### src/design/mtld_pkg.sv
// ----------------------------------------------------------------------------
// Teleinfo line decoder package
// Shared widths, CSR indices and the request classes passed front to back.
// ----------------------------------------------------------------------------
package mtld_pkg;

   localparam int DefLineDepth = 64;
   localparam int LabelCount   = 34;
   localparam int CsrIdxW      = 2;
   localparam int CsrDataW     = 7;
   localparam logic [29:0] NumMax = 30'd999999999;

   localparam logic [CsrIdxW-1:0] CSR_SUBSCRIPTION = 2'd0;
   localparam logic [CsrIdxW-1:0] CSR_FRAME_START  = 2'd1;
   localparam logic [CsrIdxW-1:0] CSR_FRAME_END    = 2'd2;
   localparam logic [CsrIdxW-1:0] CSR_LINE_END     = 2'd3;

   typedef enum logic [2:0] {
      OP_POLL,
      OP_START,
      OP_END,
      OP_STORE,
      OP_LINE,
      OP_OVERFLOW,
      OP_IGNORE
   } op_type;

   typedef struct packed {
      logic         line_ok;
      logic [5:0]   label_id;
      logic [29:0]  number_value;
      logic [6:0]   char_value;
      logic [55:0]  text_head;
      logic [27:0]  text_tail;
      logic         frame_present;
      logic         frame_complete;
      logic         overflow;
   } rsp_type;

   // Label text up to 9 characters, char 0 in low bits, plus length and group.
   typedef struct packed {
      logic [62:0] txt;
      logic [3:0]  len;
      logic [2:0]  grp;
   } label_type;

   function automatic logic [62:0] pack_txt(input logic [71:0] s, input int n);
      logic [62:0] r;
      r = '0;
      for (int k = 0; k < 9; k++) begin
         if (k < n) begin
            r[7*k +: 7] = s[8*(n-1-k) +: 7];
         end
      end
      return r;
   endfunction

   function automatic label_type label_at(input logic [5:0] i);
      label_type l;
      case (i)
         6'd0:  l = '{pack_txt("ADCO ", 5), 4'd5, 3'd0};
         6'd1:  l = '{pack_txt("OPTARIF ", 8), 4'd8, 3'd0};
         6'd2:  l = '{pack_txt("ISOUSC ", 7), 4'd7, 3'd0};
         6'd3:  l = '{pack_txt("MOTDETAT ", 9), 4'd9, 3'd0};
         6'd4:  l = '{pack_txt("PTEC ", 5), 4'd5, 3'd0};
         6'd5:  l = '{pack_txt("PAPP ", 5), 4'd5, 3'd0};
         6'd6:  l = '{pack_txt("IINST ", 6), 4'd6, 3'd1};
         6'd7:  l = '{pack_txt("IMAX ", 5), 4'd5, 3'd1};
         6'd8:  l = '{pack_txt("ADPS ", 5), 4'd5, 3'd2};
         6'd9:  l = '{pack_txt("IINST1 ", 7), 4'd7, 3'd2};
         6'd10: l = '{pack_txt("IINST2 ", 7), 4'd7, 3'd2};
         6'd11: l = '{pack_txt("IINST3 ", 7), 4'd7, 3'd2};
         6'd12: l = '{pack_txt("IMAX1 ", 6), 4'd6, 3'd2};
         6'd13: l = '{pack_txt("IMAX2 ", 6), 4'd6, 3'd2};
         6'd14: l = '{pack_txt("IMAX3 ", 6), 4'd6, 3'd2};
         6'd15: l = '{pack_txt("PPOT ", 5), 4'd5, 3'd2};
         6'd16: l = '{pack_txt("PMAX ", 5), 4'd5, 3'd2};
         6'd17: l = '{pack_txt("ADIR1 ", 6), 4'd6, 3'd2};
         6'd18: l = '{pack_txt("ADIR2 ", 6), 4'd6, 3'd2};
         6'd19: l = '{pack_txt("ADIR3 ", 6), 4'd6, 3'd2};
         6'd20: l = '{pack_txt("BASE ", 5), 4'd5, 3'd3};
         6'd21: l = '{pack_txt("HCHC ", 5), 4'd5, 3'd4};
         6'd22: l = '{pack_txt("HCHP ", 5), 4'd5, 3'd4};
         6'd23: l = '{pack_txt("HHPHC ", 6), 4'd6, 3'd4};
         6'd24: l = '{pack_txt("EJPHN ", 6), 4'd6, 3'd5};
         6'd25: l = '{pack_txt("EJPHPM ", 7), 4'd7, 3'd5};
         6'd26: l = '{pack_txt("PEJP ", 5), 4'd5, 3'd5};
         6'd27: l = '{pack_txt("BBRHCJB ", 8), 4'd8, 3'd6};
         6'd28: l = '{pack_txt("BBRHPJB ", 8), 4'd8, 3'd6};
         6'd29: l = '{pack_txt("BBRHCJW ", 8), 4'd8, 3'd6};
         6'd30: l = '{pack_txt("BBRHPJW ", 8), 4'd8, 3'd6};
         6'd31: l = '{pack_txt("BBRHCJR ", 8), 4'd8, 3'd6};
         6'd32: l = '{pack_txt("BBRHPJR ", 8), 4'd8, 3'd6};
         6'd33: l = '{pack_txt("DEMAIN ", 7), 4'd7, 3'd6};
         default: l = '{63'd0, 4'd15, 3'd7};
      endcase
      return l;
   endfunction

   function automatic logic group_on(input logic [2:0] grp, input logic [3:0] sub);
      logic r;
      case (grp)
         3'd0: r = 1'b1;
         3'd1: r = (sub <= 4'd4);
         3'd2: r = (sub >= 4'd5);
         3'd3, 3'd4, 3'd5, 3'd6: r = (sub == {1'b0, grp} - 4'd2);
         default: r = 1'b0;
      endcase
      return r;
   endfunction

endpackage

### src/design/mtld_queue.sv
// ----------------------------------------------------------------------------
// Request queue
// Two-entry FIFO between front and back end for classified requests.
// ----------------------------------------------------------------------------
module mtld_queue
   import mtld_pkg::*;
#(
   parameter int W = 8
) (
   input  logic         clock,
   input  logic         reset,
   input  logic         in_valid,
   output logic         in_ready,
   input  logic [W-1:0] in_data,
   output logic         out_valid,
   input  logic         out_ready,
   output logic [W-1:0] out_data
);
   logic [W-1:0] q_ff [2];
   logic [1:0]   cnt_ff;
   logic         rp_ff, wp_ff;
   wire push = in_valid && in_ready;
   wire pop  = out_valid && out_ready;

   assign in_ready  = cnt_ff != 2'd2;
   assign out_valid = cnt_ff != 2'd0;
   assign out_data  = q_ff[rp_ff];

   always_ff @(posedge clock) begin
      if (push) q_ff[wp_ff] <= in_data;
      if (reset) begin
         cnt_ff <= '0; rp_ff <= 1'b0; wp_ff <= 1'b0;
      end else begin
         if (push) wp_ff <= ~wp_ff;
         if (pop) rp_ff <= ~rp_ff;
         cnt_ff <= cnt_ff + 2'(push) - 2'(pop);
      end
   end
endmodule

### config.mk
export PLATFORM = sky130hd
export DESIGN_NAME = mtld_queue
export DESIGN_NICKNAME = d
export VERILOG_FILES = /design/src/design/mtld_pkg.sv /design/src/design/mtld_queue.sv
export SDC_FILE = /design/constraint.sdc
export NUM_CORES = 1
export LEC_CHECK = 0
export BUFFER_PORTS_ARGS = -buffer_cell sky130_fd_sc_hd__buf_2
export CAP_MARGIN = 20
export CORE_UTILIZATION = 49
export DETAILED_ROUTE_END_ITERATION = 8
export GPL_TIMING_DRIVEN = 0
export PLACE_DENSITY_LB_ADDON = 0.12
export SYNTH_ARGS = -nofsm -noshare
export SYNTH_HDL_FRONTEND = slang
export SYNTH_SLANG_ARGS = --single-unit
### constraint.sdc
create_clock -name clock -period 2.09 [get_ports clock]
set_clock_uncertainty 0.05 [all_clocks]
set_input_delay 0.627 -clock clock [delete_from_list [all_inputs] [get_ports clock]]
set_output_delay 0.627 -clock clock [all_outputs]
set_load 0.02 [all_outputs]
==> metrics.cfg <==
[sta]
maxSlewViolCount = 0
final-hold-violation-count = 0
fmax_mhz = 503.6
final.setup.tns_ns = 0
rsz0062_at_grt = false
whs_ns = 0.4652
relSlewSlack_pct = 54.72
tightest_slew_ns = 0.6767
period_minus_slack_ns = 1.986
fin_crit_sh_pct = 95.00
setup_viol = 0

[yosys]
netlist_area_um2 = 813.3
synth_top_area_share_pct = 59.08
yosysMostFrequentCell = edfxtp_1
ys_async_sr_fraction_pct = 0
syn_nets = 63
ys_ff_latch = 21
syn_inst = 49
yosys_warnings = 0
synth.yosys.seq_area_share_pct = 71.38
synth_area_leaders = edfxtp_1 59%, dfxtp_1 12%, mux2_1 11%, ha_1 3.1%, nor2_1 2.3%
synthFlopType = edfxtp_1
avgSynthCellArea_um2 = 16.60
synth_edf_count = 16
ys_types = 16
synth_common_cells = 16 x edfxtp_1, 8 x mux2_1, 5 x dfxtp_1, 5 x nor2_1
synth_top_area_cell = edfxtp_1

[die]
die_h_um = 42.74
core_um2 = 1524
std_cell_rows = 14
start_util_pct = 53.37
fp.dieW_um = 42.74
die-area_um2 = 1827
io_pins = 22

[detailed_routing]
wire_per_inst_um = 12.36
vias_per_cell = 4.944
firstDrtPassIters = 2
drcViolationCount = 0
drtAntennaViolNets = 0
totalWireLength_um = 1112
drt_iter0_markers = 6
vias = 445

[place]
globalplace.congestion = 0.6482
io_buffers = 21
dp_hpwl_um = 817.5

[worst_setup_path]
crit_fanout = 8
crit_type = flop to output port
path_cells = buf_2, mux2_1, buf_2
cpPeakStageDelay_ns = 0.34
setup.worst_path.start_class = flop
worstPathRequired_ns = 1.41
crit_top_cell = buf_2
setup.worst_path.end_class = output port
critical_path.top_delay_family = buffers and inverters
slowest_stage = mux2_1
worst-path-buf-inv = 2
arrival_ns = 1.31

[final_layout]
drive_gt1_share_pct = 39.19
areaGrowthSynthToFinish_pct = 18.62
n_antenna_cell = 0
num-fill-cells = 121
layout.nets = 89
post-route-util_pct = 63.30

[clocking]
cts_buffers = 3
cts_sinks = 21
clk_pin_slew_ns = 0.11
cts_tree = done
cts_setup_buffers = 0
clk_path_buf_depth = 2
ctsResizeCount = 0
cts_root_buf = clkbuf_4
clock_latency_ns = 0.29
cts_hold_buf = 0
h-tree-depth = 1

[power_and_ir_drop]
ir_worst_vdd_mv = 0.6953
power.density_nw_per_um2 = 1167
cellLeakagePower_nw = 0.3986

[status]
status = completed

[global_routing]
grt_start_max_net_pins = 12
antenna_found_initial = 0
grt_pass1_vias = 471
grtUsageMet3_pct = 5.106
grt-ovfl-total = 0
busiest_layer = met2
met1_usage_pct = 15.38
grt_util_all_layers_pct = 14.83
grt_pass1_wl_um = 1938
use_met2_pct = 26.97

[job]
maxCapViolations = 0

[worst_hold_path]
worst_hold_path_type = input pin to flop

[worst paths after layout]
| path | from | end | slack [ns] | depth (start not counted) |
|---|---|---|---|---|
| max | flop | out_data[4] | 0.10 | 3 |
| min | in_data[0] | q_ff[1][0] | 0.47 | 1 |
| max reg2reg | cnt_ff[1] | cnt_ff[1] | 0.51 | 7 |
| min reg2reg | rp_ff | rp_ff | 0.51 | 2 |
[metrics by stage]
stage	cell area, um^2	worst slack (ns)	power [mW]	cells
2_1_floorplan	813.3	0.3870	0.8508	49
3_3_place_gp	938.4	0.2456	0.9478	86
3_5_place_dp	938.4	0.2293	0.9576	86
4_1_cts	964.7	0.06389	1.144	90
5_1_grt	964.7	0.008172	1.202	90
6_report	964.7	0.1045	1.125	90
[area by class of cell]
cell class	count	area (um^2)	share of cell area (%)
Clock buffer	4	26.28	2.724
Multi-Input combinational cell	26	224.0	23.22
Inverter	1	3.754	0.3891
Timing Repair Buffer	21	105.1	10.89
Sequential cell	21	580.6	60.18
Buffer	1	5.005	0.5188
Tap cell	16	20.02	2.075
[power by group]
| group | switching, mW | leakage [nW] | internal, mW | total (mW) |
|---|---|---|---|---|
| clock network | 0.110 | 0.0150 | 0.0742 | 0.184 |
| logic | 0.214 | 0.193 | 0.164 | 0.378 |
| registers | 0.0316 | 0.191 | 0.531 | 0.563 |
[layout by cell type (no fill, tap or decap)]
cell,n
nand2b_2,1
nor2_1,5
o21a_2,1
dfxtp_1,5
ha_1,2
clkbuf_1,1
and3_1,1
mux2_1,8
nand2_2,1
xnor2_1,2
or2_1,1
mux2_4,1
clkbuf_4,3
edfxtp_1,16
nor2b_1,2
buf_2,22
inv_1,1
xor2_1,1
[metal layers]
metal  part of all wire, %  vias to the layer above
met5                     0                        -
met4                  0.72                        0
met3                   4.6                        2
met2                    52                       14
met1                    42                      204
li1                      -                      225
[flip-flops by register name, indices dropped and copies added (netlist names), named ones only]
name,flops
cnt_ff,2
rp_ff,1
wp_ff,1
q_ff,16
[cells by family after synthesis]
group,after synthesis,share of synthesized area (%)
multiplexers,9,12.92
AND/OR/NAND/NOR,11,7.232
buffers and inverters,2,1.076
flip-flops,21,71.39
adder cells (fa/ha/maj),2,3.076
AO/OA/AOI/OAI,1,1.077
XOR/XNOR,3,3.231
No activity file was read; power rests on OpenSTA's default activity.
