===== config.mk =====
export PLATFORM = sky130hd
export DESIGN_NAME = mtld_front
export DESIGN_NICKNAME = d
export VERILOG_FILES = /design/src/design/mtld_pkg.sv /design/src/design/mtld_front.sv
export SDC_FILE = /design/constraint.sdc
export NUM_CORES = 1
export LEC_CHECK = 0
export BUFFER_PORTS_ARGS = -buffer_cell sky130_fd_sc_hd__buf_2
export CAP_MARGIN = 20
export CORE_MARGIN = 2
export CORE_UTILIZATION = 35
export CTS_BUF_LIST = sky130_fd_sc_hd__clkbuf_8
export CTS_CLUSTER_DIAMETER = 150
export DETAILED_ROUTE_END_ITERATION = 7
export PLACE_DENSITY_LB_ADDON = 0.3
export SLEW_MARGIN = 20
export SYNTH_ARGS = -nofsm -noshare
export SYNTH_HDL_FRONTEND = slang
export SYNTH_SLANG_ARGS = --single-unit
export TNS_END_PERCENT = 20

===== constraint.sdc =====
create_clock -name clock -period 2.65 [get_ports clock]
set_clock_uncertainty 0.2 [all_clocks]
set_input_delay 0.265 -clock clock [delete_from_list [all_inputs] [get_ports clock]]
set_output_delay 0.265 -clock clock [all_outputs]
set_load 0.1 [all_outputs]

===== src/design/mtld_pkg.sv =====
// ----------------------------------------------------------------------------
// Teleinfo line decoder package
// Shared widths, CSR indices and the request classes passed front to back.
// ----------------------------------------------------------------------------
package mtld_pkg;

   localparam int DefLineDepth = 64;
   localparam int LabelCount   = 34;
   localparam int CsrIdxW      = 2;
   localparam int CsrDataW     = 7;
   localparam logic [29:0] NumMax = 30'd999999999;

   localparam logic [CsrIdxW-1:0] CSR_SUBSCRIPTION = 2'd0;
   localparam logic [CsrIdxW-1:0] CSR_FRAME_START  = 2'd1;
   localparam logic [CsrIdxW-1:0] CSR_FRAME_END    = 2'd2;
   localparam logic [CsrIdxW-1:0] CSR_LINE_END     = 2'd3;

   typedef enum logic [2:0] {
      OP_POLL,
      OP_START,
      OP_END,
      OP_STORE,
      OP_LINE,
      OP_OVERFLOW,
      OP_IGNORE
   } op_type;

   typedef struct packed {
      logic         line_ok;
      logic [5:0]   label_id;
      logic [29:0]  number_value;
      logic [6:0]   char_value;
      logic [55:0]  text_head;
      logic [27:0]  text_tail;
      logic         frame_present;
      logic         frame_complete;
      logic         overflow;
   } rsp_type;

   // Label text up to 9 characters, char 0 in low bits, plus length and group.
   typedef struct packed {
      logic [62:0] txt;
      logic [3:0]  len;
      logic [2:0]  grp;
   } label_type;

   function automatic logic [62:0] pack_txt(input logic [71:0] s, input int n);
      logic [62:0] r;
      r = '0;
      for (int k = 0; k < 9; k++) begin
         if (k < n) begin
            r[7*k +: 7] = s[8*(n-1-k) +: 7];
         end
      end
      return r;
   endfunction

   function automatic label_type label_at(input logic [5:0] i);
      label_type l;
      case (i)
         6'd0:  l = '{pack_txt("ADCO ", 5), 4'd5, 3'd0};
         6'd1:  l = '{pack_txt("OPTARIF ", 8), 4'd8, 3'd0};
         6'd2:  l = '{pack_txt("ISOUSC ", 7), 4'd7, 3'd0};
         6'd3:  l = '{pack_txt("MOTDETAT ", 9), 4'd9, 3'd0};
         6'd4:  l = '{pack_txt("PTEC ", 5), 4'd5, 3'd0};
         6'd5:  l = '{pack_txt("PAPP ", 5), 4'd5, 3'd0};
         6'd6:  l = '{pack_txt("IINST ", 6), 4'd6, 3'd1};
         6'd7:  l = '{pack_txt("IMAX ", 5), 4'd5, 3'd1};
         6'd8:  l = '{pack_txt("ADPS ", 5), 4'd5, 3'd2};
         6'd9:  l = '{pack_txt("IINST1 ", 7), 4'd7, 3'd2};
         6'd10: l = '{pack_txt("IINST2 ", 7), 4'd7, 3'd2};
         6'd11: l = '{pack_txt("IINST3 ", 7), 4'd7, 3'd2};
         6'd12: l = '{pack_txt("IMAX1 ", 6), 4'd6, 3'd2};
         6'd13: l = '{pack_txt("IMAX2 ", 6), 4'd6, 3'd2};
         6'd14: l = '{pack_txt("IMAX3 ", 6), 4'd6, 3'd2};
         6'd15: l = '{pack_txt("PPOT ", 5), 4'd5, 3'd2};
         6'd16: l = '{pack_txt("PMAX ", 5), 4'd5, 3'd2};
         6'd17: l = '{pack_txt("ADIR1 ", 6), 4'd6, 3'd2};
         6'd18: l = '{pack_txt("ADIR2 ", 6), 4'd6, 3'd2};
         6'd19: l = '{pack_txt("ADIR3 ", 6), 4'd6, 3'd2};
         6'd20: l = '{pack_txt("BASE ", 5), 4'd5, 3'd3};
         6'd21: l = '{pack_txt("HCHC ", 5), 4'd5, 3'd4};
         6'd22: l = '{pack_txt("HCHP ", 5), 4'd5, 3'd4};
         6'd23: l = '{pack_txt("HHPHC ", 6), 4'd6, 3'd4};
         6'd24: l = '{pack_txt("EJPHN ", 6), 4'd6, 3'd5};
         6'd25: l = '{pack_txt("EJPHPM ", 7), 4'd7, 3'd5};
         6'd26: l = '{pack_txt("PEJP ", 5), 4'd5, 3'd5};
         6'd27: l = '{pack_txt("BBRHCJB ", 8), 4'd8, 3'd6};
         6'd28: l = '{pack_txt("BBRHPJB ", 8), 4'd8, 3'd6};
         6'd29: l = '{pack_txt("BBRHCJW ", 8), 4'd8, 3'd6};
         6'd30: l = '{pack_txt("BBRHPJW ", 8), 4'd8, 3'd6};
         6'd31: l = '{pack_txt("BBRHCJR ", 8), 4'd8, 3'd6};
         6'd32: l = '{pack_txt("BBRHPJR ", 8), 4'd8, 3'd6};
         6'd33: l = '{pack_txt("DEMAIN ", 7), 4'd7, 3'd6};
         default: l = '{63'd0, 4'd15, 3'd7};
      endcase
      return l;
   endfunction

   function automatic logic group_on(input logic [2:0] grp, input logic [3:0] sub);
      logic r;
      case (grp)
         3'd0: r = 1'b1;
         3'd1: r = (sub <= 4'd4);
         3'd2: r = (sub >= 4'd5);
         3'd3, 3'd4, 3'd5, 3'd6: r = (sub == {1'b0, grp} - 4'd2);
         default: r = 1'b0;
      endcase
      return r;
   endfunction

endpackage


===== src/design/mtld_front.sv =====
// ----------------------------------------------------------------------------
// Teleinfo front end
// Classifies each request, keeps frame flags and fills the line store.
// ----------------------------------------------------------------------------
module mtld_front
   import mtld_pkg::*;
#(
   parameter int LINE_DEPTH = DefLineDepth,
   localparam int LenW = $clog2(LINE_DEPTH + 1),
   localparam int AdrW = $clog2(LINE_DEPTH)
) (
   input  logic            clock,
   input  logic            reset,
   input  logic            req_valid,
   output logic            req_ready,
   input  logic            in_cmd,
   input  logic [6:0]      in_byte,
   input  logic [6:0]      start_code,
   input  logic [6:0]      end_code,
   input  logic [6:0]      lend_code,
   input  logic            line_pop,
   input  logic            back_busy,
   input  logic            q_ready,
   output logic            q_valid,
   output op_type          q_op,
   output logic [LenW-1:0] q_len,
   output logic            q_present,
   output logic            q_complete,
   output logic            wr_en,
   output logic [AdrW-1:0] wr_adr,
   output logic [6:0]      wr_data
);
   logic [LenW-1:0] len_ff, len_in;
   logic in_frame_ff, in_frame_in, present_ff, present_in, complete_ff, complete_in;
   logic line_pend_ff;
   op_type op;

   // hold off new requests while the queue is full, or while a line end waits in the queue or is walked
   assign req_ready = q_ready && !line_pend_ff && !back_busy;
   wire take = req_valid && req_ready;

   always_comb begin
      len_in = len_ff; in_frame_in = in_frame_ff;
      present_in = present_ff; complete_in = complete_ff;
      op = OP_IGNORE;
      if (in_cmd) begin
         op = OP_POLL; present_in = 1'b0; complete_in = 1'b0;
      end else if (in_byte == start_code) begin
         op = OP_START; len_in = '0; in_frame_in = 1'b1; present_in = 1'b1;
      end else if (in_byte == end_code) begin
         op = OP_END;
         if (in_frame_ff) complete_in = 1'b1;
      end else if (in_frame_ff) begin
         if (len_ff >= LenW'(LINE_DEPTH)) begin
            op = OP_OVERFLOW; len_in = '0; in_frame_in = 1'b0; present_in = 1'b0;
         end else if (in_byte == lend_code) begin
            op = OP_LINE; len_in = '0;
         end else begin
            op = OP_STORE; len_in = len_ff + 1'b1;
         end
      end
   end

   assign q_valid    = take;
   assign q_op       = op;
   assign q_len      = len_ff + 1'b1;
   assign q_present  = present_in;
   assign q_complete = complete_in;
   assign wr_en      = take && (op == OP_STORE || op == OP_LINE);
   assign wr_adr     = len_ff[AdrW-1:0];
   assign wr_data    = in_byte;

   always_ff @(posedge clock) begin
      if (reset) begin
         len_ff <= '0; in_frame_ff <= 1'b0; present_ff <= 1'b0; complete_ff <= 1'b0;
      end else if (take) begin
         len_ff <= len_in; in_frame_ff <= in_frame_in;
         present_ff <= present_in; complete_ff <= complete_in;
      end
   end

   always_ff @(posedge clock) begin
      if (reset) begin
         line_pend_ff <= 1'b0;
      end else if (line_pop) begin
         line_pend_ff <= 1'b0;
      end else if (take && op == OP_LINE) begin
         line_pend_ff <= 1'b1;
      end
   end
endmodule


==> impl_summary.log <==
[metrics] result of the run: completed
[metrics] setup-violating endpoint count in the final report: 0
[metrics] ratio of final minimum period to clock period: 0.895
[metrics] number of iterations in the first detailed-routing pass: 4
[metrics] Sink Count: 11
[metrics] pin count of the biggest net entering global routing: 13
[metrics] number of buffers created by CTS: 3
[metrics] last weighted congestion value of the routability-driven placer: 0.851
[metrics] proportion of register bits with asynchronous set or reset after synthesis: 0
[metrics] P per Cell Area: 376 nW/µm²
[metrics] Static Leak: 0.651 nW
[metrics] cell-internal power: ~0.00033 W
[metrics] global-route wire length before repair: 4330 µm
[metrics] end point of the worst hold path: complete_ff$_SDFFE_PP0P_
[metrics] Initial Util: 0.361
[metrics] Placement Setup Slack: 0.240 ns
[metrics] drt wl/cell: 13.0 µm
[metrics] CP max FO: 6
[metrics] post-detailed-routing wire length: 2800 µm
[metrics] Tot Pwr: 0.000566 W
[metrics] floorplan die width: 59.4 µm
[metrics] post-route worst hold slack: 0.164 ns
[metrics] post-CTS clock slew at the launch and capture registers of the worst setup and hold paths: 0.05 ns
[metrics] average instance area after synthesis: 8.19 µm²
[metrics] power share of the combinational group: 0.404
[metrics] number of enable flip-flop cells after synthesis: 0
[metrics] startpoint of the most critical setup path: len_ff[2]$_SDFFE_PP0P_
[metrics] relative max-transition margin: 0.685
[metrics] critical register-to-register path endpoint: len_ff[4]$_SDFFE_PP0P_
[metrics] launching element type of the critical path: flip-flop
[metrics] Global Route Usage Sum: 0.160
[metrics] depth of the worst register-to-register path: 6
[metrics] core region area: 2980 µm²
[metrics] TritonCTS clock tree: done
[metrics] most used routing layer: met2
[metrics] most frequently used cell type in the post-synthesis netlist: sky130_fd_sc_hd__xnor2_1
[metrics] data required time at the worst endpoint: ~2.2 ns
[metrics] Port Buf Inserts: 62
[metrics] sequential fraction of the synthesis area: 0.205
[metrics] signed area change from the synthesized netlist to the final layout: 40.2%
[metrics] vias after detailed routing: 1088
[metrics] #FFs+latches synth: 11
[metrics] number of top-level pins: 63
[metrics] TNS Setup: 0 ns
[metrics] crit path max-delay cell type: sky130_fd_sc_hd__dfxtp_1
[metrics] switching power as a share of total power: 0.412
[metrics] IR drop worst, VDD: about 250 µV
[metrics] maximum root-to-sink buffer count: 2
[metrics] count of routing violations after the opening detailed-route iteration: 36
[metrics] largest stage delay on the critical path: 0.44 ns
[metrics] met1 track demand over resource in global routing: 0.173
[metrics] combined area of all synthesized cells: 1070 µm²
[metrics] Cell Rows: 20
[metrics] family with the most delay on the worst path: buffers and inverters
[metrics] WS Path Type: flip-flop to output port
[metrics] Synth cell types: 33
[metrics] grt met2 use: 0.301
[metrics] Die Ht: 59.4 µm
[metrics] register share of total power: 0.307
[metrics] count of yosys warnings during synthesis: 0
[metrics] Remaining DRCs: 0
[metrics] half-perimeter wire length of the detailed placement result: 2280 µm
[metrics] number of nets still failing antenna checks after routing: 0
[metrics] vias in the first global route: 1005
[metrics] unrepaired setup endpoints after global routing: false
[metrics] total die area: 3530 µm²
[metrics] Achievable Freq: 421 MHz
[metrics] Hold/Removal Path Class: input pin to flip-flop
[metrics] clock network latency to the later pin of the worst-skew pair: 0.24 ns
[metrics] vias per std cell: roughly 5.1
[metrics] ranking of synthesized cells by area: sky130_fd_sc_hd__dfxtp_1, sky130_fd_sc_hd__xnor2_1, sky130_fd_sc_hd__buf_4
[metrics] clock share of power: 0.289
[metrics] post-layout min period: 2.37 ns
[metrics] antenna violations before repair: 0
[metrics] layout cell share with drive strength beyond 1: 0.462
[metrics] Critical Path Sink Type: output port
[metrics] most frequent cells after synthesis: sky130_fd_sc_hd__xnor2_1, sky130_fd_sc_hd__buf_4, sky130_fd_sc_hd__dfxtp_1, sky130_fd_sc_hd__xor2_1, sky130_fd_sc_hd__nand3_1
[metrics] cell at the root of the clock tree: sky130_fd_sc_hd__clkbuf_8
[metrics] startpoint of the lowest-slack hold path: in_cmd
[metrics] met3 global-route usage: 0.0306
[metrics] primary flip-flop cell chosen by synthesis mapping: sky130_fd_sc_hd__dfxtp_1
[metrics] setup bufs post-CTS: 0
[metrics] critical register-to-register path startpoint: line_pend_ff$_SDFFE_PP0P_
[metrics] power dissipated by switching net loads: 0.000233 W
[metrics] NumNets Final: 220
[metrics] reported max-cap violation count: 0
[metrics] setup slack after layout: about 0.28 ns
[metrics] gate count after technology mapping: 131
[metrics] library cell occupying the most area in the post-synthesis netlist: sky130_fd_sc_hd__dfxtp_1
[metrics] remaining global-route overflow: 0
[metrics] final hold viol count: 0
[metrics] total nets after synthesis: approximately 170
[metrics] Arr. time, crit path: around 1.9 ns
[metrics] count of buffering cells on the critical path with inverters included: 2
[metrics] max-slew violation total from the final report: 0
[metrics] number of H-tree branching levels: 1
[metrics] ordered cell list for the critical path: inv_1 -> nor3_1 -> nand3_1 -> xnor2_4 -> buf_2
[metrics] number of antenna diodes: 0
[metrics] reg-to-reg setup timing slack: between 0.6 and 0.7 ns
[metrics] actual transition at the worst max-transition pin: 0.469 ns
[metrics] worst hold stages: 2
[metrics] share of the synthesized area in the top cell type: 0.205
per-layer routing:
layer	wire, µm	part of all wire
met4	16	0.0057
met1	1120	0.40
met5	0	0
met2	1380	0.49
met3	285	0.10
flip-flops by register name, indices dropped and copies added, names as in the netlist:
register	count
len_ff	7
complete_ff	1
in_frame_ff	1
line_pend_ff	1
present_ff	1
cell type report:
| class | count | area (µm²) |
|---|---|---|
| Multi-Input combinational cell | 95 | 762 |
| Clock inverter | 1 | 3.75 |
| Clock buffer | 3 | 41.3 |
| Timing Repair Buffer | 65 | 410 |
| Tap cell | 33 | 41.3 |
| Sequential cell | 11 | 220 |
| Fill cell | 296 | 1470 |
| Inverter | 7 | 26.3 |
per-stage QoR:
step / area [µm²] / std cells / utilization
final: 1510 / 215 / 0.505
after floorplan: 1130 / 131 / -
after global placement: 1450 / 210 / 0.487
after global routing: 1510 / 215 / 0.505
after CTS: 1510 / 215 / 0.505
after detailed placement: 1450 / 210 / 0.487
logic make-up after synthesis:
kind of cell	count (synthesis)	synth area share
buffers and inverters	25	0.138
AO/OA/AOI/OAI	24	0.198
adder cells (fa/ha/maj)	2	0.0233
XOR/XNOR	26	0.212
flip-flops	11	0.205
AND/OR/NAND/NOR	43	0.224
placed cells by master, fill, tap and decap left out, types with 2 or more instances in the layout:
cell / Yosys / final
sky130_fd_sc_hd__a31oi_1: 4 / 3
sky130_fd_sc_hd__o41ai_2: 2 / 2
sky130_fd_sc_hd__nor3_1: 6 / 6
sky130_fd_sc_hd__o32ai_1: 2 / 2
sky130_fd_sc_hd__nand3_1: 9 / 9
sky130_fd_sc_hd__buf_2: 1 / 57
sky130_fd_sc_hd__nand4_1: 2 / 2
sky130_fd_sc_hd__a21oi_1: 6 / 6
sky130_fd_sc_hd__clkbuf_8: 0 / 3
sky130_fd_sc_hd__dfxtp_1: 11 / 11
sky130_fd_sc_hd__o21ai_0: 2 / 2
sky130_fd_sc_hd__buf_4: 14 / 2
sky130_fd_sc_hd__xnor2_1: 15 / 14
sky130_fd_sc_hd__inv_1: 7 / 8
sky130_fd_sc_hd__buf_12: 0 / 5
sky130_fd_sc_hd__xor2_1: 11 / 11
sky130_fd_sc_hd__nor2_1: 7 / 7
sky130_fd_sc_hd__nand2_1: 8 / 7
sky130_fd_sc_hd__nor3b_4: 0 / 3
sky130_fd_sc_hd__o211ai_1: 2 / 2
sky130_fd_sc_hd__nor4_2: 2 / 2
sky130_fd_sc_hd__ha_1: 2 / 2
power groups by stage:
stage                     clock [W]  combinational, W  sequential, W
after CTS                  0.000167          0.000230       0.000174
final                      0.000164          0.000228       0.000174
after global placement            0          0.000225       0.000177
after floorplan                   0          0.000178       0.000175
after detailed placement          0          0.000228       0.000177
after global routing       0.000178          0.000241       0.000174
timing repair:
item	CTS	global route
hold endpoints to repair	1	0
hold buffers	1	0
gates resized for setup	0	0
worst max path at each step:
stage                 endpoint  depth (start not counted)  slack, ns
detailed placement   q_present                          8       0.24
floorplan                wr_en                          4      -0.55
finish                q_len[5]                          5       0.28
global route         q_present                          8       0.11
global placement    q_complete                          8       0.27
CTS                 q_complete                          8       0.23
No activity file was read; power rests on OpenSTA's default activity.
