--- config.mk ---
export PLATFORM = sky130hd
export DESIGN_NAME = mtld_back
export DESIGN_NICKNAME = d
export VERILOG_FILES = /design/src/design/mtld_pkg.sv /design/src/design/mtld_back.sv
export SDC_FILE = /design/constraint.sdc
export NUM_CORES = 1
export LEC_CHECK = 0
export ABC_AREA = 1
export CORE_MARGIN = 2
export CORE_UTILIZATION = 30
export DETAILED_ROUTE_END_ITERATION = 8
export DONT_BUFFER_PORTS = 1
export PLACE_DENSITY = 0.53
export SETUP_SLACK_MARGIN = 0.3
export SLEW_MARGIN = 10
export SYNTH_ARGS = -nofsm -noshare
export SYNTH_HDL_FRONTEND = slang
export SYNTH_MEMORY_MAX_BITS = 65536
export SYNTH_SLANG_ARGS = --single-unit
--- constraint.sdc ---
create_clock -name clock -period 3.1 [get_ports clock]
set_input_delay 0.62 -clock clock [delete_from_list [all_inputs] [get_ports clock]]
set_output_delay 0.62 -clock clock [all_outputs]
set_load 0.01 [all_outputs]
--- src/design/mtld_pkg.sv ---
// ----------------------------------------------------------------------------
// Teleinfo line decoder package
// Shared widths, CSR indices and the request classes passed front to back.
// ----------------------------------------------------------------------------
package mtld_pkg;

   localparam int DefLineDepth = 64;
   localparam int LabelCount   = 34;
   localparam int CsrIdxW      = 2;
   localparam int CsrDataW     = 7;
   localparam logic [29:0] NumMax = 30'd999999999;

   localparam logic [CsrIdxW-1:0] CSR_SUBSCRIPTION = 2'd0;
   localparam logic [CsrIdxW-1:0] CSR_FRAME_START  = 2'd1;
   localparam logic [CsrIdxW-1:0] CSR_FRAME_END    = 2'd2;
   localparam logic [CsrIdxW-1:0] CSR_LINE_END     = 2'd3;

   typedef enum logic [2:0] {
      OP_POLL,
      OP_START,
      OP_END,
      OP_STORE,
      OP_LINE,
      OP_OVERFLOW,
      OP_IGNORE
   } op_type;

   typedef struct packed {
      logic         line_ok;
      logic [5:0]   label_id;
      logic [29:0]  number_value;
      logic [6:0]   char_value;
      logic [55:0]  text_head;
      logic [27:0]  text_tail;
      logic         frame_present;
      logic         frame_complete;
      logic         overflow;
   } rsp_type;

   // Label text up to 9 characters, char 0 in low bits, plus length and group.
   typedef struct packed {
      logic [62:0] txt;
      logic [3:0]  len;
      logic [2:0]  grp;
   } label_type;

   function automatic logic [62:0] pack_txt(input logic [71:0] s, input int n);
      logic [62:0] r;
      r = '0;
      for (int k = 0; k < 9; k++) begin
         if (k < n) begin
            r[7*k +: 7] = s[8*(n-1-k) +: 7];
         end
      end
      return r;
   endfunction

   function automatic label_type label_at(input logic [5:0] i);
      label_type l;
      case (i)
         6'd0:  l = '{pack_txt("ADCO ", 5), 4'd5, 3'd0};
         6'd1:  l = '{pack_txt("OPTARIF ", 8), 4'd8, 3'd0};
         6'd2:  l = '{pack_txt("ISOUSC ", 7), 4'd7, 3'd0};
         6'd3:  l = '{pack_txt("MOTDETAT ", 9), 4'd9, 3'd0};
         6'd4:  l = '{pack_txt("PTEC ", 5), 4'd5, 3'd0};
         6'd5:  l = '{pack_txt("PAPP ", 5), 4'd5, 3'd0};
         6'd6:  l = '{pack_txt("IINST ", 6), 4'd6, 3'd1};
         6'd7:  l = '{pack_txt("IMAX ", 5), 4'd5, 3'd1};
         6'd8:  l = '{pack_txt("ADPS ", 5), 4'd5, 3'd2};
         6'd9:  l = '{pack_txt("IINST1 ", 7), 4'd7, 3'd2};
         6'd10: l = '{pack_txt("IINST2 ", 7), 4'd7, 3'd2};
         6'd11: l = '{pack_txt("IINST3 ", 7), 4'd7, 3'd2};
         6'd12: l = '{pack_txt("IMAX1 ", 6), 4'd6, 3'd2};
         6'd13: l = '{pack_txt("IMAX2 ", 6), 4'd6, 3'd2};
         6'd14: l = '{pack_txt("IMAX3 ", 6), 4'd6, 3'd2};
         6'd15: l = '{pack_txt("PPOT ", 5), 4'd5, 3'd2};
         6'd16: l = '{pack_txt("PMAX ", 5), 4'd5, 3'd2};
         6'd17: l = '{pack_txt("ADIR1 ", 6), 4'd6, 3'd2};
         6'd18: l = '{pack_txt("ADIR2 ", 6), 4'd6, 3'd2};
         6'd19: l = '{pack_txt("ADIR3 ", 6), 4'd6, 3'd2};
         6'd20: l = '{pack_txt("BASE ", 5), 4'd5, 3'd3};
         6'd21: l = '{pack_txt("HCHC ", 5), 4'd5, 3'd4};
         6'd22: l = '{pack_txt("HCHP ", 5), 4'd5, 3'd4};
         6'd23: l = '{pack_txt("HHPHC ", 6), 4'd6, 3'd4};
         6'd24: l = '{pack_txt("EJPHN ", 6), 4'd6, 3'd5};
         6'd25: l = '{pack_txt("EJPHPM ", 7), 4'd7, 3'd5};
         6'd26: l = '{pack_txt("PEJP ", 5), 4'd5, 3'd5};
         6'd27: l = '{pack_txt("BBRHCJB ", 8), 4'd8, 3'd6};
         6'd28: l = '{pack_txt("BBRHPJB ", 8), 4'd8, 3'd6};
         6'd29: l = '{pack_txt("BBRHCJW ", 8), 4'd8, 3'd6};
         6'd30: l = '{pack_txt("BBRHPJW ", 8), 4'd8, 3'd6};
         6'd31: l = '{pack_txt("BBRHCJR ", 8), 4'd8, 3'd6};
         6'd32: l = '{pack_txt("BBRHPJR ", 8), 4'd8, 3'd6};
         6'd33: l = '{pack_txt("DEMAIN ", 7), 4'd7, 3'd6};
         default: l = '{63'd0, 4'd15, 3'd7};
      endcase
      return l;
   endfunction

   function automatic logic group_on(input logic [2:0] grp, input logic [3:0] sub);
      logic r;
      case (grp)
         3'd0: r = 1'b1;
         3'd1: r = (sub <= 4'd4);
         3'd2: r = (sub >= 4'd5);
         3'd3, 3'd4, 3'd5, 3'd6: r = (sub == {1'b0, grp} - 4'd2);
         default: r = 1'b0;
      endcase
      return r;
   endfunction

endpackage

--- src/design/mtld_back.sv ---
// ----------------------------------------------------------------------------
// Teleinfo back end
// Takes queued requests; at a line end walks the store for checksum, labels
// and value, and takes no new request until the walk is done.
// ----------------------------------------------------------------------------
module mtld_back
   import mtld_pkg::*;
#(
   parameter int LINE_DEPTH = DefLineDepth,
   localparam int LenW = $clog2(LINE_DEPTH + 1),
   localparam int AdrW = $clog2(LINE_DEPTH)
) (
   input  logic            clock,
   input  logic            reset,
   input  logic [3:0]      subscription,
   input  logic            q_valid,
   output logic            q_ready,
   input  op_type          q_op,
   input  logic [LenW-1:0] q_len,
   input  logic            q_present,
   input  logic            q_complete,
   input  logic            wr_en,
   input  logic [AdrW-1:0] wr_adr,
   input  logic [6:0]      wr_data,
   output logic            busy,
   output logic            rsp_valid,
   input  logic            rsp_ready,
   output rsp_type         rsp_data
);
   typedef enum logic [3:0] {
      S_IDLE, S_SUM_RD, S_SUM, S_CHK, S_LBL, S_LBL_RD, S_LBL_CMP, S_VAL_RD, S_VAL,
      S_OUT
   } state_type;

   logic [6:0] mem [LINE_DEPTH];
   logic [6:0] rd_ff;
   logic [AdrW-1:0] rd_adr;

   state_type  state_ff;
   rsp_type    rsp_ff;
   logic       rsp_valid_ff, rsp_valid_in;
   logic [LenW-1:0] n_ff, k_ff, vlen_ff;
   logic [5:0] sum_ff, lbl_ff;
   logic [3:0] pos_ff;
   logic       digits_ff;
   label_type  lb;

   always_ff @(posedge clock) begin
      if (wr_en) mem[wr_adr] <= wr_data;
      rd_ff <= mem[rd_adr];
   end

   assign lb = label_at(lbl_ff);

   always_comb begin
      case (state_ff)
         S_LBL_RD, S_LBL_CMP: rd_adr = AdrW'(4'd1 + pos_ff);
         default:             rd_adr = k_ff[AdrW-1:0];
      endcase
   end

   assign q_ready   = (state_ff == S_IDLE) && (!rsp_valid_ff || rsp_ready);
   assign busy      = (state_ff != S_IDLE);
   assign rsp_valid = rsp_valid_ff;
   assign rsp_data  = rsp_ff;

   wire [LenW:0] lbl_fit = LenW'(lb.len) + 3;
   wire [4:0] dg = {1'b0, rd_ff[3:0]};
   wire is_dig = rd_ff >= 7'h30 && rd_ff <= 7'h39;
   wire [33:0] num_x10 = {rsp_ff.number_value, 3'b0} + {rsp_ff.number_value, 1'b0}
                         + 34'(dg);
   wire [LenW-1:0] vi = k_ff - (LenW'(lb.len) + 1'b1);
   wire accept = q_valid && q_ready;
   wire walk = (q_op == OP_LINE) && (q_len >= LenW'(4));
   wire chk_wait = (k_ff == n_ff - 2'd2);
   wire sum_ok = ({1'b0, sum_ff} + 7'h20) == rd_ff;

   always_comb begin
      rsp_valid_in = rsp_valid_ff && !rsp_ready;
      case (state_ff)
         S_IDLE:  if (accept && !walk) rsp_valid_in = 1'b1;
         S_CHK:   if (!chk_wait && !sum_ok) rsp_valid_in = 1'b1;
         S_LBL:   if (lbl_ff == 6'(LabelCount)) rsp_valid_in = 1'b1;
         S_OUT:   rsp_valid_in = 1'b1;
         default: ;
      endcase
   end

   always_ff @(posedge clock) begin
      if (reset) begin
         state_ff <= S_IDLE; rsp_valid_ff <= 1'b0;
      end else begin
         rsp_valid_ff <= rsp_valid_in;
         case (state_ff)
            S_IDLE: begin
               if (accept) begin
                  rsp_ff <= '0;
                  rsp_ff.frame_present  <= q_present;
                  rsp_ff.frame_complete <= q_complete;
                  rsp_ff.overflow       <= (q_op == OP_OVERFLOW);
                  n_ff <= q_len;
                  if (walk) begin
                     k_ff <= LenW'(1); sum_ff <= '0; state_ff <= S_SUM_RD;
                  end
               end
            end
            S_SUM_RD: begin
               // checksum covers store[1 .. n-4], then compare store[n-2]
               if (k_ff + 3 < n_ff) state_ff <= S_SUM;
               else begin
                  k_ff <= n_ff - 2'd2; state_ff <= S_CHK;
               end
            end
            S_SUM: begin
               sum_ff <= sum_ff + rd_ff[5:0];
               k_ff <= k_ff + 1'b1; state_ff <= S_SUM_RD;
            end
            S_CHK: begin
               if (chk_wait) begin
                  k_ff <= '0; // wait for the registered read data
               end else begin
                  if (sum_ok) begin
                     rsp_ff.line_ok <= 1'b1; lbl_ff <= '0; state_ff <= S_LBL;
                  end else begin
                     state_ff <= S_IDLE;
                  end
               end
            end
            S_LBL: begin
               if (lbl_ff == 6'(LabelCount)) begin
                  state_ff <= S_IDLE;
               end else if (!group_on(lb.grp, subscription) || lbl_fit > n_ff) begin
                  lbl_ff <= lbl_ff + 1'b1;
               end else begin
                  pos_ff <= '0; state_ff <= S_LBL_RD;
               end
            end
            S_LBL_RD: state_ff <= S_LBL_CMP;
            S_LBL_CMP: begin
               if (rd_ff != lb.txt[7*pos_ff +: 7]) begin
                  lbl_ff <= lbl_ff + 1'b1; state_ff <= S_LBL;
               end else if (pos_ff + 1'b1 == lb.len) begin
                  rsp_ff.label_id <= lbl_ff + 1'b1;
                  vlen_ff <= n_ff - 2'd3 - (LenW'(lb.len) + 1'b1);
                  k_ff <= LenW'(lb.len) + 1'b1; digits_ff <= 1'b1;
                  state_ff <= S_VAL_RD;
               end else begin
                  pos_ff <= pos_ff + 1'b1; state_ff <= S_LBL_RD;
               end
            end
            S_VAL_RD: begin
               if (vi >= vlen_ff) state_ff <= S_OUT;
               else state_ff <= S_VAL;
            end
            S_VAL: begin
               if (digits_ff && is_dig) begin
                  rsp_ff.number_value <= (num_x10 > 34'(NumMax)) ? NumMax : num_x10[29:0];
               end else digits_ff <= 1'b0;
               if (vi == '0) rsp_ff.char_value <= rd_ff;
               if (vi < LenW'(8)) rsp_ff.text_head[7*vi[2:0] +: 7] <= rd_ff;
               else if (vi < LenW'(12)) rsp_ff.text_tail[7*vi[1:0] +: 7] <= rd_ff;
               k_ff <= k_ff + 1'b1; state_ff <= S_VAL_RD;
            end
            S_OUT: begin
               state_ff <= S_IDLE;
            end
            default: state_ff <= S_IDLE;
         endcase
      end
   end
endmodule

==> results.sh, run 1 <==
export IMPL_gr_total_overflow=0
export IMPL_slew_viol_final=0
export IMPL_ir_worst_vdd_mv=0.4502
export IMPL_fp_dieArea_um2=110900
export IMPL_hold_path_end="n_ff[0]"
export IMPL_layout_min_cycle_time_ps=3396
export IMPL_cts_tree="yes"
export IMPL_path_max_fanout=18
export IMPL_clk_latency_ps=670
export IMPL_track_usage_pct=17.77
export IMPL_final_antenna_net_count=0
export IMPL_portBuffers=0
export IMPL_cts_made_buffers=77
export IMPL_ys_ff_latch=678
export IMPL_grt_max_degree=65
export IMPL_place_congestion=0.9174
export IMPL_synth_main_ff_cell="edfxtp_1"
export IMPL_final_nets=3781
export IMPL_drv_cap=0
export IMPL_start_util_pct=30.31
export IMPL_final_common_cell="edfxtp_1"
export IMPL_path_class="reg2reg"
export IMPL_maxSlewHeadroom_pct=42.12
export IMPL_cts_buffer_depth=3
export IMPL_p_leak_nw=16.77
export IMPL_clock_sinks=678
export IMPL_grt_pass1_vias=25010
export IMPL_die_x_um=333.1
export IMPL_synth_area_per_cell_um2=10.30
export IMPL_synthCells=3155
export IMPL_drive_gt1_share_pct=29.28
export IMPL_worstSetupStartpointType="register"
export IMPL_reg2reg_slack_ps=-300
export IMPL_clock_skew_ps=29.65
export IMPL_pin_count=168
export IMPL_die_height_um=333.1
export IMPL_final_cell_mix="edfxtp_1, nor2_1, buf_4, nand2_1, o21ai_0"
export IMPL_fin_setup_tns_ps=-13720
export IMPL_powerDensity_nw_per_um2=485.1
export IMPL_diodes=0
export IMPL_dp_cells=4821
export IMPL_status="finished, violations left"
export IMPL_tightest_slew_ps=865.0
export IMPL_yosysSeqAreaShare_pct=60.79
export IMPL_final_period_utilization_pct=109.6
export IMPL_routed_wl_um=103500
export IMPL_avgViaCountPerCell=5.032
export IMPL_min_from="q_len[0]"
export IMPL_fin_area_um2=43960
export IMPL_r2r_start="rsp_data[96]"
export IMPL_cts_root_buf="clkbuf_16"
export IMPL_via_count=25620
export IMPL_rsz0062_at_grt="yes"
export IMPL_critPathRequiredTime_ps=3470
export IMPL_fin_cells=5091
export IMPL_register_area_um2=19760
export IMPL_yosysTopAreaCell="edfxtp_1"
export IMPL_synthDistinctLibCells=59
export IMPL_violations="negative setup slack"
export IMPL_wl_per_cell_um=20.33
export IMPL_netlist_area_um2=32490
export IMPL_hpwl_um=66420
export IMPL_r2r_cells=19
export IMPL_arrival_ps=3770
export IMPL_max_freq_ghz=0.2944
export IMPL_dr_pass1_iters=5
export IMPL_r2r_end="rsp_data[100]"
export IMPL_hold_path_class="in2reg"
export IMPL_setup_ws_ps=-296.3
export IMPL_setup_viol=112
export IMPL_ys_warn_count=0
export IMPL_whs_path_depth=0
export IMPL_synth_area_leaders="edfxtp_1, nor2_1, nand2_1"
export IMPL_hold_viol_final=0
export IMPL_synth_edf_count=617
export IMPL_end_kind="register"
export IMPL_place_ws_ps=-362.0
export IMPL_dpl_instance_area_um2=37540
export IMPL_clk_transition_reported_paths_ps=60
export IMPL_rows=120
export IMPL_multi_input_area_um2=13470
export IMPL_area_growth_pct=35.32
export IMPL_coreArea_um2=107200
export IMPL_antenna_found_initial=3
export IMPL_yosysTopAreaCellShare_pct=57.03
export IMPL_first_iter_violations=2024
export IMPL_drt_drc_violations_left=0
export IMPL_async_reset_ff_share_pct=0
export IMPL_h_tree_depth=3
export IMPL_grt_pass1_wl_um=152300
export IMPL_synthesis_nets=3312
export IMPL_filler_cell_count=10200
what timing repair did:
action | CTS | global route
buffers inserted | 69 | 36
hold buffers | 1 | 0
gates resized for setup | 343 | 245
pin swaps | 146 | 141
endpoints found under the setup margin | 252 | 244
hold endpoints to repair | 2 | 0
cloned | 14 | 7
sequential cells by signal, summed over array words and instances, names as in the netlist:
| signal | count |
|---|---|
| digits_ff | 1 |
| vlen_ff | 7 |
| sum_ff | 6 |
| n_ff | 7 |
| pos_ff | 4 |
| mem | 448 |
| k_ff | 7 |
| rsp_valid | 1 |
| lb | 49 |
| rsp_data | 131 |
| rd_ff | 7 |
| lbl_ff | 6 |
| state_ff | 4 |
routing by layer:
metal	vias to the layer above	wire length [um]	GRT usage, %
met5	-	27	0
met4	4	3369	5.545
met3	210	6227	3.797
met2	784	50200	29.92
met1	12480	43690	22.78
li1	12140	-	-
critical path: stages, from the launching register on:
cell and delay [ps]:
edfxtp_1 410, fa_1 560, inv_1 60, fa_2 340
inv_2 70, nand3_2 70, nand2_4 90, nand2_2 70
nand2_4 80, a21o_1 180, nand4_1 150, nand3_1 130
nand2_1 60, nor2_1 90, nand2_1 90, a21oi_2 190
nand3_4 120, buf_12 180, nor2_1 120, nor2_1 50
synthesized netlist by cell type (20+ instances only):
master / instances
a21oi_1: 82
clkbuf_1: 101
dfxtp_1: 61
edfxtp_1: 617
ha_1: 118
inv_1: 225
nand2_1: 453
nand3_1: 174
nand4_1: 20
nor2_1: 534
nor3_1: 76
o211ai_1: 60
o21ai_0: 282
o221ai_1: 60
o22ai_1: 59
xor2_1: 36
per-stage QoR:
step	hold slack [ps]	util, %	power (mW)
final	53.19	41.01	21.33
after global routing	15.80	41.01	22.01
after CTS	9.527	39.70	21.45
after detailed placement	527.8	35.02	12.02
after global placement	532.7	35.02	12.03
after floorplan	506.8	-	11.23
cell families after synthesis:
| logic type | synth area share [%] |
|---|---|
| flip-flops | 60.79 |
| AND/OR/NAND/NOR | 17.27 |
| adder cells (fa/ha/maj) | 4.853 |
| XOR/XNOR | 1.375 |
| buffers and inverters | 4.725 |
| AO/OA/AOI/OAI | 10.99 |
how the worst max path moves through the flow:
stage	startpoint	to	slack (ps)	cells past startpoint
final	rsp_data[96]	rsp_data[100]	-300	19
after global routing	rsp_data[95]	rsp_data[111]	-520	22
after CTS	rsp_data[96]	rsp_data[100]	-270	19
after detailed placement	rsp_data[101]	rsp_data[100]	-360	14
after global placement	rsp_data[102]	rsp_data[116]	-350	18
after floorplan	rsp_data[96]	rsp_data[107]	-70	18
report_power, final:
group	switching (mW)	internal, mW
logic	0.996	0.773
registers	0.118	10.1
clock network	3.94	5.38
total	5.06	16.3
area by class of cell:
class                      count  share of cell area [%]
tap                         1403                   3.993
sequential                   678                   44.94
inverter                     247                   2.337
timing repair buffer         523                   12.25
clock inverter                49                   1.147
clock buffer                  94                   4.693
multi-input combinational   2097                   30.64
Power figures use the tool's default switching activity.
==> run 2, diff against run 1 <==
- CORE_UTILIZATION: 30 -> 55
- PLACE_DENSITY: 0.53 -> 0.81
==> results.sh, run 2 (same netlist as run 1, synthesis figures left out) <==
export IMPL_highest_layer="met4"
export IMPL_setup_ws_ps=-475.9
export IMPL_path_delay_family="simple AND/OR/NAND/NOR gates"
export IMPL_avgViaCountPerCell=6.417
export IMPL_first_iter_violations=4080
export IMPL_drive_gt1_share_pct=29.58
export IMPL_violations="design-rule violations, negative setup slack"
export IMPL_post_route_util_pct=72.16
export IMPL_coreArea_um2=58690
export IMPL_grt_pass1_vias=26430
export IMPL_via_count=28110
export IMPL_intPower_mw=15.66
export IMPL_final_cell_mix="edfxtp_1, nor2_1, buf_4, nand2_1, o21ai_0"
export IMPL_dr_pass1_iters=9
export IMPL_cp_slowest_cell="edfxtp_1"
export IMPL_powerDensity_nw_per_um2=484.7
export IMPL_final_period_utilization_pct=115.4
export IMPL_combPwrFrac_pct=9.0
export IMPL_finalPower_mw=20.53
export IMPL_drv_cap=0
export IMPL_place_congestion=0.9838
export IMPL_area_growth_pct=30.34
export IMPL_grt_pass1_wl_um=146700
export IMPL_routed_wl_met3_um=13690
export IMPL_final_nets=3713
export IMPL_wl_per_cell_um=24.40
export IMPL_maxSlewHeadroom_pct=35.23
export IMPL_hold_path_class="in2reg"
export IMPL_postCtsHoldBufs=0
export IMPL_start_util_pct=55.36
export IMPL_p_switching_mw=4.868
export IMPL_layout_min_cycle_time_ps=3576
export IMPL_path_max_fanout=6
export IMPL_final_antenna_net_count=0
export IMPL_routed_wl_um=106900
export IMPL_end_kind="register"
export IMPL_regMostFlops="mem"
export IMPL_tightest_slew_ps=962.7
export IMPL_setup_viol=178
export IMPL_diodes=0
export IMPL_p_leak_nw=16.13
export IMPL_critical_path_buf_inv_count=7
export IMPL_worstSetupStartpointType="register"
export IMPL_rows=89
export IMPL_filler_cell_count=3365
export IMPL_hold_viol_final=0
export IMPL_seq_power_share_pct=49.9
export IMPL_die_height_um=247.0
export IMPL_gr_total_overflow=0
export IMPL_place_ws_ps=-421.3
export IMPL_pin_count=168
export IMPL_portBuffers=0
export IMPL_cts_tree="yes"
export IMPL_clock_sinks=678
export IMPL_clk_transition_reported_paths_ps=70
export IMPL_cts_buffer_depth=3
export IMPL_die_x_um=247.0
export IMPL_path_class="reg2reg"
export IMPL_routed_wl_met2_um=50780
export IMPL_clk_latency_ps=630
export IMPL_hpwl_um=61070
export IMPL_fp_dieArea_um2=61030
export IMPL_switching_share_pct=23.72
export IMPL_final_common_cell="edfxtp_1"
export IMPL_clock_skew_ps=38.03
export IMPL_largest_reg_flops=448
export IMPL_h_tree_depth=3
export IMPL_slew_viol_final=0
export IMPL_cts_made_buffers=71
export IMPL_max_freq_ghz=0.2797
export IMPL_ir_worst_vdd_mv=0.5440
export IMPL_rsz0062_at_grt="yes"
export IMPL_power_frac_clock_pct=41.1
export IMPL_fin_setup_tns_ps=-43350
export IMPL_critPathRequiredTime_ps=3650
export IMPL_drt_drc_violations_left=11
export IMPL_track_usage_pct=31.18
export IMPL_cts_root_buf="clkbuf_16"
export IMPL_antenna_found_initial=1
export IMPL_status="finished, violations left"
export IMPL_cp_common_cell="nand2_1"
export IMPL_slowest_delay_ps=540
export IMPL_grt_max_degree=66
export IMPL_drt_met1_wl_um=36020
export IMPL_arrival_ps=4130
## run 2: changes by cell type in the layout (fill, tap and decap cells not counted), moves of 8 or more
cell / before / now
o21ai_2: 35 / 27
nand2_1: 346 / 317
nand3_1: 114 / 102
nand2_2: 65 / 93
buf_12: 48 / 31
a21oi_2: 18 / 27
inv_2: 24 / 33
ha_4: 22 / 35
buf_16: 15 / 6
ha_1: 95 / 82
buf_4: 362 / 319
inv_1: 200 / 190
nand3_2: 53 / 62
## run 2: path summary, 6_finish.rpt
kind                 endpoint  slack, ps  cells after the start   startpoint
setup / recovery       lb[16]       -480                     27    pos_ff[0]
hold / removal    state_ff[0]         40                      1        reset
setup reg to reg       lb[16]       -480                     27    pos_ff[0]
hold reg to reg   state_ff[3]        630                      2  state_ff[1]
## run 2: power groups by stage
stage	Combinational [mW]	Clock [mW]	Sequential, mW
4_1_cts	1.62	8.36	10.2
3_3_place_gp	1.48	0	10.4
5_1_grt	1.97	8.74	10.3
6_report	1.85	8.44	10.2
2_1_floorplan	0.822	0	10.4
3_5_place_dp	1.50	0	10.4
## run 2: layer usage
| layer | vias to the layer above | global-route usage (%) |
|---|---|---|
| met2 | 2348 | 51.56 |
| met3 | 602 | 7.011 |
| met4 | 0 | 15.47 |
| li1 | 11980 | - |
| met1 | 13180 | 38.65 |
| met5 | - | 0 |
## run 2: area by class of cell
class / instances / area [um^2] / share of cell area [%]
clock buffer: 94 / 1937 / 4.574
clock inverter: 30 / 305.3 / 0.7210
multi-input combinational: 2098 / 13870 / 32.76
sequential: 678 / 19770 / 46.68
timing repair buffer: 460 / 4474 / 10.57
tap: 773 / 967.2 / 2.284
inverter: 247 / 1022 / 2.414
## run 2: stage by stage
stage	hold WS, ps	area, um^2	std cells
6_report	41.70	42340	4380
5_1_grt	47.41	42340	4380
4_1_cts	35.68	40490	4334
3_5_place_dp	561.9	36370	4147
3_3_place_gp	555.9	36370	4147
2_1_floorplan	506.8	33000	3155
## run 2: worst register-to-register path: stages (launching register included)
cell and delay [ps]:
edfxtp_1 540, inv_2 170, buf_6 140, nand2_1 90, nand2_1 100, nand2_1 80
nand2_1 80, inv_1 50, nand2_1 60, nand2_1 80, nand2_1 120, nand2_1 70
inv_1 80, nand2_2 70, nor2_4 140, nand3_4 150, buf_4 190, nand2_8 100
nand2_4 60, o21ai_4 120, ha_4 200, inv_4 40, nor2_4 240, nand2_4 110
nor2_4 170, buf_4 140, nor2_1 40, o21ai_1 110
## run 2: repair_timing
action,in CTS,in global routing
pin swaps,124,170
buffers inserted,59,35
gates cloned,4,11
hold endpoints to repair,0,0
endpoints found under the setup margin,257,298
resized for setup,310,336
